## config.mk

```make
export PLATFORM = sky130hd
export DESIGN_NAME = geffe_ctrl
export DESIGN_NICKNAME = d
export VERILOG_FILES = /design/src/rtl/geffe_pkg.sv /design/src/rtl/geffe_ctrl.sv
export SDC_FILE = /design/constraint.sdc
export NUM_CORES = 1
export LEC_CHECK = 0
export ABC_AREA = 1
export BUFFER_PORTS_ARGS = -buffer_cell sky130_fd_sc_hd__buf_4
export CORE_AREA = 8 8 45 47
export CTS_BUF_LIST = sky130_fd_sc_hd__clkbuf_4 sky130_fd_sc_hd__clkbuf_8
export CTS_CLUSTER_DIAMETER = 100
export DETAILED_ROUTE_END_ITERATION = 12
export DIE_AREA = 0 0 53 55
export GPL_ROUTABILITY_DRIVEN = 0
export PLACE_DENSITY = 0.53
export SLEW_MARGIN = 30
export SYNTH_ARGS = -nofsm -noshare
export SYNTH_HDL_FRONTEND = slang
export SYNTH_SLANG_ARGS = --single-unit
```

## constraint.sdc

```tcl
create_clock -name i_clk -period 1.45 [get_ports i_clk]
set_clock_uncertainty 0.15 [all_clocks]
set_input_delay 0.145 -clock i_clk [delete_from_list [all_inputs] [get_ports i_clk]]
set_output_delay 0.145 -clock i_clk [all_outputs]
set_load 0.02 [all_outputs]
```

## src/rtl/geffe_pkg.sv

```systemverilog
`timescale 1ns / 1ps

package geffe_pkg;

    // register lengths of the three lfsrs
    localparam int LEN_ONE   = 4;
    localparam int LEN_TWO   = 6;
    localparam int LEN_THREE = 8;
    localparam int TOTAL_LEN = LEN_ONE + LEN_TWO + LEN_THREE;

    // visited map: 32 state bits per memory row, each row tagged with an epoch
    localparam int POS_W     = 5;
    localparam int ROW_BITS  = 1 << POS_W;
    localparam int ROW_AW    = TOTAL_LEN - POS_W;
    localparam int ROW_DEPTH = 1 << ROW_AW;
    localparam int EPOCH_W   = 8;
    localparam int ROW_W     = EPOCH_W + ROW_BITS;

    // byte handling
    localparam int BYTE_W    = 8;
    localparam int BYTE_BITS = 8;
    localparam int BIT_IDX_W = 3;
    localparam int CNT_W     = 4;

    // configuration port
    localparam int CFG_IDX_W  = 3;
    localparam int CFG_MAX_12 = (LEN_ONE > LEN_TWO) ? LEN_ONE : LEN_TWO;
    localparam int CFG_DATA_W = (CFG_MAX_12 > LEN_THREE) ? CFG_MAX_12 : LEN_THREE;

    localparam logic [CFG_IDX_W-1:0] CFG_TAPS_ONE   = CFG_IDX_W'(0);
    localparam logic [CFG_IDX_W-1:0] CFG_TAPS_TWO   = CFG_IDX_W'(1);
    localparam logic [CFG_IDX_W-1:0] CFG_TAPS_THREE = CFG_IDX_W'(2);
    localparam logic [CFG_IDX_W-1:0] CFG_SEED_ONE   = CFG_IDX_W'(3);
    localparam logic [CFG_IDX_W-1:0] CFG_SEED_TWO   = CFG_IDX_W'(4);
    localparam logic [CFG_IDX_W-1:0] CFG_SEED_THREE = CFG_IDX_W'(5);

    // reset values of the registers
    localparam logic [LEN_ONE-1:0]   TAPS_ONE_RST   = LEN_ONE'(3);
    localparam logic [LEN_TWO-1:0]   TAPS_TWO_RST   = LEN_TWO'(3);
    localparam logic [LEN_THREE-1:0] TAPS_THREE_RST = LEN_THREE'(29);
    localparam logic [LEN_ONE-1:0]   SEED_ONE_RST   = LEN_ONE'(5);
    localparam logic [LEN_TWO-1:0]   SEED_TWO_RST   = LEN_TWO'(5);
    localparam logic [LEN_THREE-1:0] SEED_THREE_RST = LEN_THREE'(5);

    // controller to datapath
    typedef struct packed {
        logic start;     // item accepted this cycle
        logic clear;     // write one zeroed row of the visited map
        logic run;       // bit loop may issue map reads
        logic load_out;  // move the result into the output register
    } t_cmd;

    // datapath to controller
    typedef struct packed {
        logic clear_last;  // clearing sweep is at its last row
        logic run_busy;    // bits still to issue or in flight
        logic epoch_full;  // epoch counter at its top value
        logic out_free;    // output register can take a result
    } t_sts;

endpackage

```

## src/rtl/geffe_ctrl.sv

```systemverilog
`timescale 1ns / 1ps

module geffe_ctrl import geffe_pkg::*; (
    input  logic i_clk,
    input  logic i_rst_n,
    input  logic i_in_valid,
    input  logic i_first_byte,
    input  t_sts i_sts,
    output t_cmd o_cmd,
    output logic o_in_ready
);

    typedef enum logic [3:0] {
        S_CLEAR = 4'b0001,
        S_IDLE  = 4'b0010,
        S_RUN   = 4'b0100,
        S_DONE  = 4'b1000
    } t_state;

    t_state r_state, n_state;
    logic   r_pending, n_pending;
    t_cmd   w_cmd;

    // next state and commands
    always_comb begin
        n_state   = r_state;
        n_pending = r_pending;
        w_cmd     = '0;
        unique case (r_state)
            S_CLEAR: begin
                w_cmd.clear = 1'b1;
                if (i_sts.clear_last) begin
                    n_state   = r_pending ? S_RUN : S_IDLE;
                    n_pending = 1'b0;
                end
            end
            S_IDLE: begin
                if (i_in_valid) begin
                    w_cmd.start = 1'b1;
                    if (i_first_byte && i_sts.epoch_full) begin
                        n_state   = S_CLEAR;
                        n_pending = 1'b1;
                    end else begin
                        n_state = S_RUN;
                    end
                end
            end
            S_RUN: begin
                w_cmd.run = 1'b1;
                if (!i_sts.run_busy) begin
                    if (i_sts.out_free) begin
                        w_cmd.load_out = 1'b1;
                        n_state        = S_IDLE;
                    end else begin
                        n_state = S_DONE;
                    end
                end
            end
            S_DONE: begin
                if (i_sts.out_free) begin
                    w_cmd.load_out = 1'b1;
                    n_state        = S_IDLE;
                end
            end
            default: begin
                n_state = S_IDLE;
            end
        endcase
    end

    // state register, a clearing sweep runs right after reset
    always_ff @(posedge i_clk) begin
        if (!i_rst_n) begin
            r_state   <= S_CLEAR;
            r_pending <= 1'b0;
        end else begin
            r_state   <= n_state;
            r_pending <= n_pending;
        end
    end

    assign o_cmd      = w_cmd;
    assign o_in_ready = (r_state == S_IDLE);

endmodule

```

==> metrics.yaml <==
worst_setup_path:
  reg2reg_setup_slack_ns: 0.09
  critPathRequiredTime_ns: 1.15
  worstRegToRegCells: 7
  crit_start: "r_state[1]"
  startpoint_type: "register"
  path_max_fanout: 3
  crit_type: "register to primary output"
  crit-reg2reg-capture: "r_pending"
  worstReg2RegStart: "r_state[2]"
  worstSetupEndpointType: "primary output"
  crit_arrival_ns: 1.15
  worst_setup_path_endpoint: "o_cmd[0]"
routing:
  drtIter0Drc: 4
  post_drt_wl_per_cell_um: 10.91
  via_count_normalized_by_instance_count: 4.465
  drc: 0
  routed_wl_um: 1080
  num_vias: 442
  drt-pass1-iter-count: 4
  drtAntennaViolNets: 0
timing:
  fin_crit_sh_pct: 99.95
  post-route-min-period_ns: 1.449
  finalHoldViolations: 0
  achievable-frequency_mhz: 690.0
  rsz_0062_raised_after_global_routing: "true"
  slew_headroom_pct: 86.65
  worstMarginPinSlew_ns: 0.1995
  timing_max_transition_violations_final: 0
  finalSetupViolCount: 0
  finalSetupTns_ns: 0
power_and_ir_drop:
  p_leak_nw: 0.3149
  p_per_area_mw_per_mm2: 1743
  power_mw: 1.055
  ir_drop_v: 0.0008918
yosys:
  synthAdderAreaFrac_pct: 0
  ys_ff_latch: 5
  number_of_standard_cells_after_synthesis: 61
  synthesized_area_per_cell_sq_um: 5.948
  net_count_after_synthesis: 69
  sequential_element_share_of_the_synthesized_area_pct: 27.59
  yosys.cell_count.top_type: "nand2_1"
  synth-edff-count: 0
  synth-xor-area-share_pct: 0
  synth_top_family_by_area: "simple AND/OR/NAND/NOR gates"
  post-synth-top-area-fraction_pct: 27.59
  post_synthesis_instance_area_sq_um: 362.8
  synth_cell_types: 15
  synth_simple_gate_area_share_pct: 48.62
  ys_top_cells_by_count: "11 x nand2_1, 10 x inv_1, 10 x nor2_1"
  synthFlopType: "dfxtp_1"
  yosys_warnings: 0
  post-synth-top-area-cell: "dfxtp_1"
  synth_compound_area_share_pct: 10.34
  synthTopCellsByArea: "dfxtp_1 28%, nand3_1 12%, nand2_1 11%"
  synthArstFlopShare_pct: 0
  fraction_of_synthesized_area_in_multiplexers_pct: 0
worst_hold_path:
  worstHoldPathType: "primary input to register"
layout:
  instances_no_fill: 99
  fin_util_pct: 43.76
  seqCellArea_sq_um: 110.1
  finalInstanceArea_sq_um: 605.6
  multi_input_area_sq_um: 255.2
  area.growth.synth_to_final_pct: 66.90
  antenna-diode-count: 0
  nFillCells: 149
  post_route_cells_drive_above_1_share_pct: 55.42
  finish.net_count: 92
global_routing:
  grt_first_pass_wirelength_um: 1752
  grt_start_max_net_pins: 6
  grt_antenna_before_repair: 0
  grt_use_total_pct: 8.256
  grt_pass1_vias: 449
  grt_overflow: 0
run:
  maxCapViolations: 0
die:
  die-height_um: 55
  initial_utilization_pct: 26.22
  placement_rows: 14
  core_area_sq_mm: 0.001384
  fp.dieW_um: 53
  fp.dieArea_sq_mm: 0.002915
  total_i_o_pin_count: 13
cts:
  cts_tree: "built"
  latest_clock_arrival_within_the_worst_skew_pair_ns: 0.24
  clkSlewWorstSetupHoldPaths_ns: 0.04
  clockRootBuffer: "clkbuf_4"
  cts_buffers: 3
  maximum_clock_path_buffer_count: 2
  cts.sinks: 5
  cts_htree_levels: 1
run_status:
  outcome: "finished, final reports clean"
place:
  dpl_cell_area_sq_um: 484.2
  port_buffers: 12
  detailed_place_hpwl_um: 815.2
  number_of_placed_instances_taps_included: 90
-- cells in the final DEF, fill, tap and decap left out, types with 3 or more instances in the layout --
cell	synthesis	layout
buf_4	0	16
inv_2	3	5
nand3_1	9	8
nor2_1	10	6
inv_1	10	8
nand2_1	11	9
clkbuf_4	0	4
nor2_2	1	3
nor2_4	1	3
nand2_2	3	5
-- how the worst min path moves through the flow --
stage,start,to,slack (ns),depth (start not counted)
3_5_place_dp,i_rst_n,r_state[0],0.24,2
3_3_place_gp,i_rst_n,r_state[0],0.24,2
6_report,i_sts[3],r_state[0],0.06,4
4_1_cts,i_sts[3],r_state[0],0.05,4
2_1_floorplan,i_rst_n,r_state[0],0.08,1
5_1_grt,i_sts[2],r_state[2],0.10,3
-- sequential cells by signal, summed over array words and instances (netlist names) --
| name | flops |
|---|---|
| r_pending | 1 |
| r_state | 4 |
-- through the flow --
step,hold slack [ns],worst slack [ns]
global placement,0.2431,0.1084
floorplan,0.07919,0.03066
global route,0.1017,-0.07194
CTS,0.05191,-0.02575
detailed placement,0.2368,0.1034
finish,0.05786,0.0007834
-- power by group --
part | total [mW] | internal [mW] | switching, mW
logic | 0.615 | 0.253 | 0.362
clock network | 0.183 | 0.123 | 0.0598
registers | 0.258 | 0.203 | 0.0545
total | 1.06 | 0.579 | 0.477
-- final cells by class --
cell class                 count  share of cell area [%]
timing repair buffer          18                   23.35
multi-input combinational     43                   42.15
sequential                     5                   18.18
clock buffer                   4                   4.959
inverter                      13                   8.058
tap                           16                   3.306
-- what timing repair did --
action,4_1_cts,5_1_grt
setup endpoints to repair,3,9
pin swaps,3,4
gates cloned,0,0
buffers inserted,4,0
hold buffers,1,0
resized for setup,10,10
endpoints found under the hold margin,1,0
-- layer usage --
layer  vias to the layer above  GRT usage (%)  routed length (um)
met5                         -              0                   0
met4                         0          3.879                  13
met3                         2          4.545                  58
met2                         9          14.84                 593
met1                       194          7.458                 415
li1                        237              -                   -
-- critical path, cell delays in order (launching register included) --
cell	delay [ns]
dfxtp_4	0.35
nor2_4	0.11
nand3_2	0.08
inv_2	0.07
nand2_2	0.05
o21ai_2	0.12
buf_6	0.13
-- cell families (layout without fill, tap and decap cells) --
logic type,count (synthesis),after routing
and+or+nand+nor,37,37
AOI/OAI and AO/OA,6,6
buffers and inverters,13,35
DFF,5,5
No activity file was read; power rests on OpenSTA's default activity.
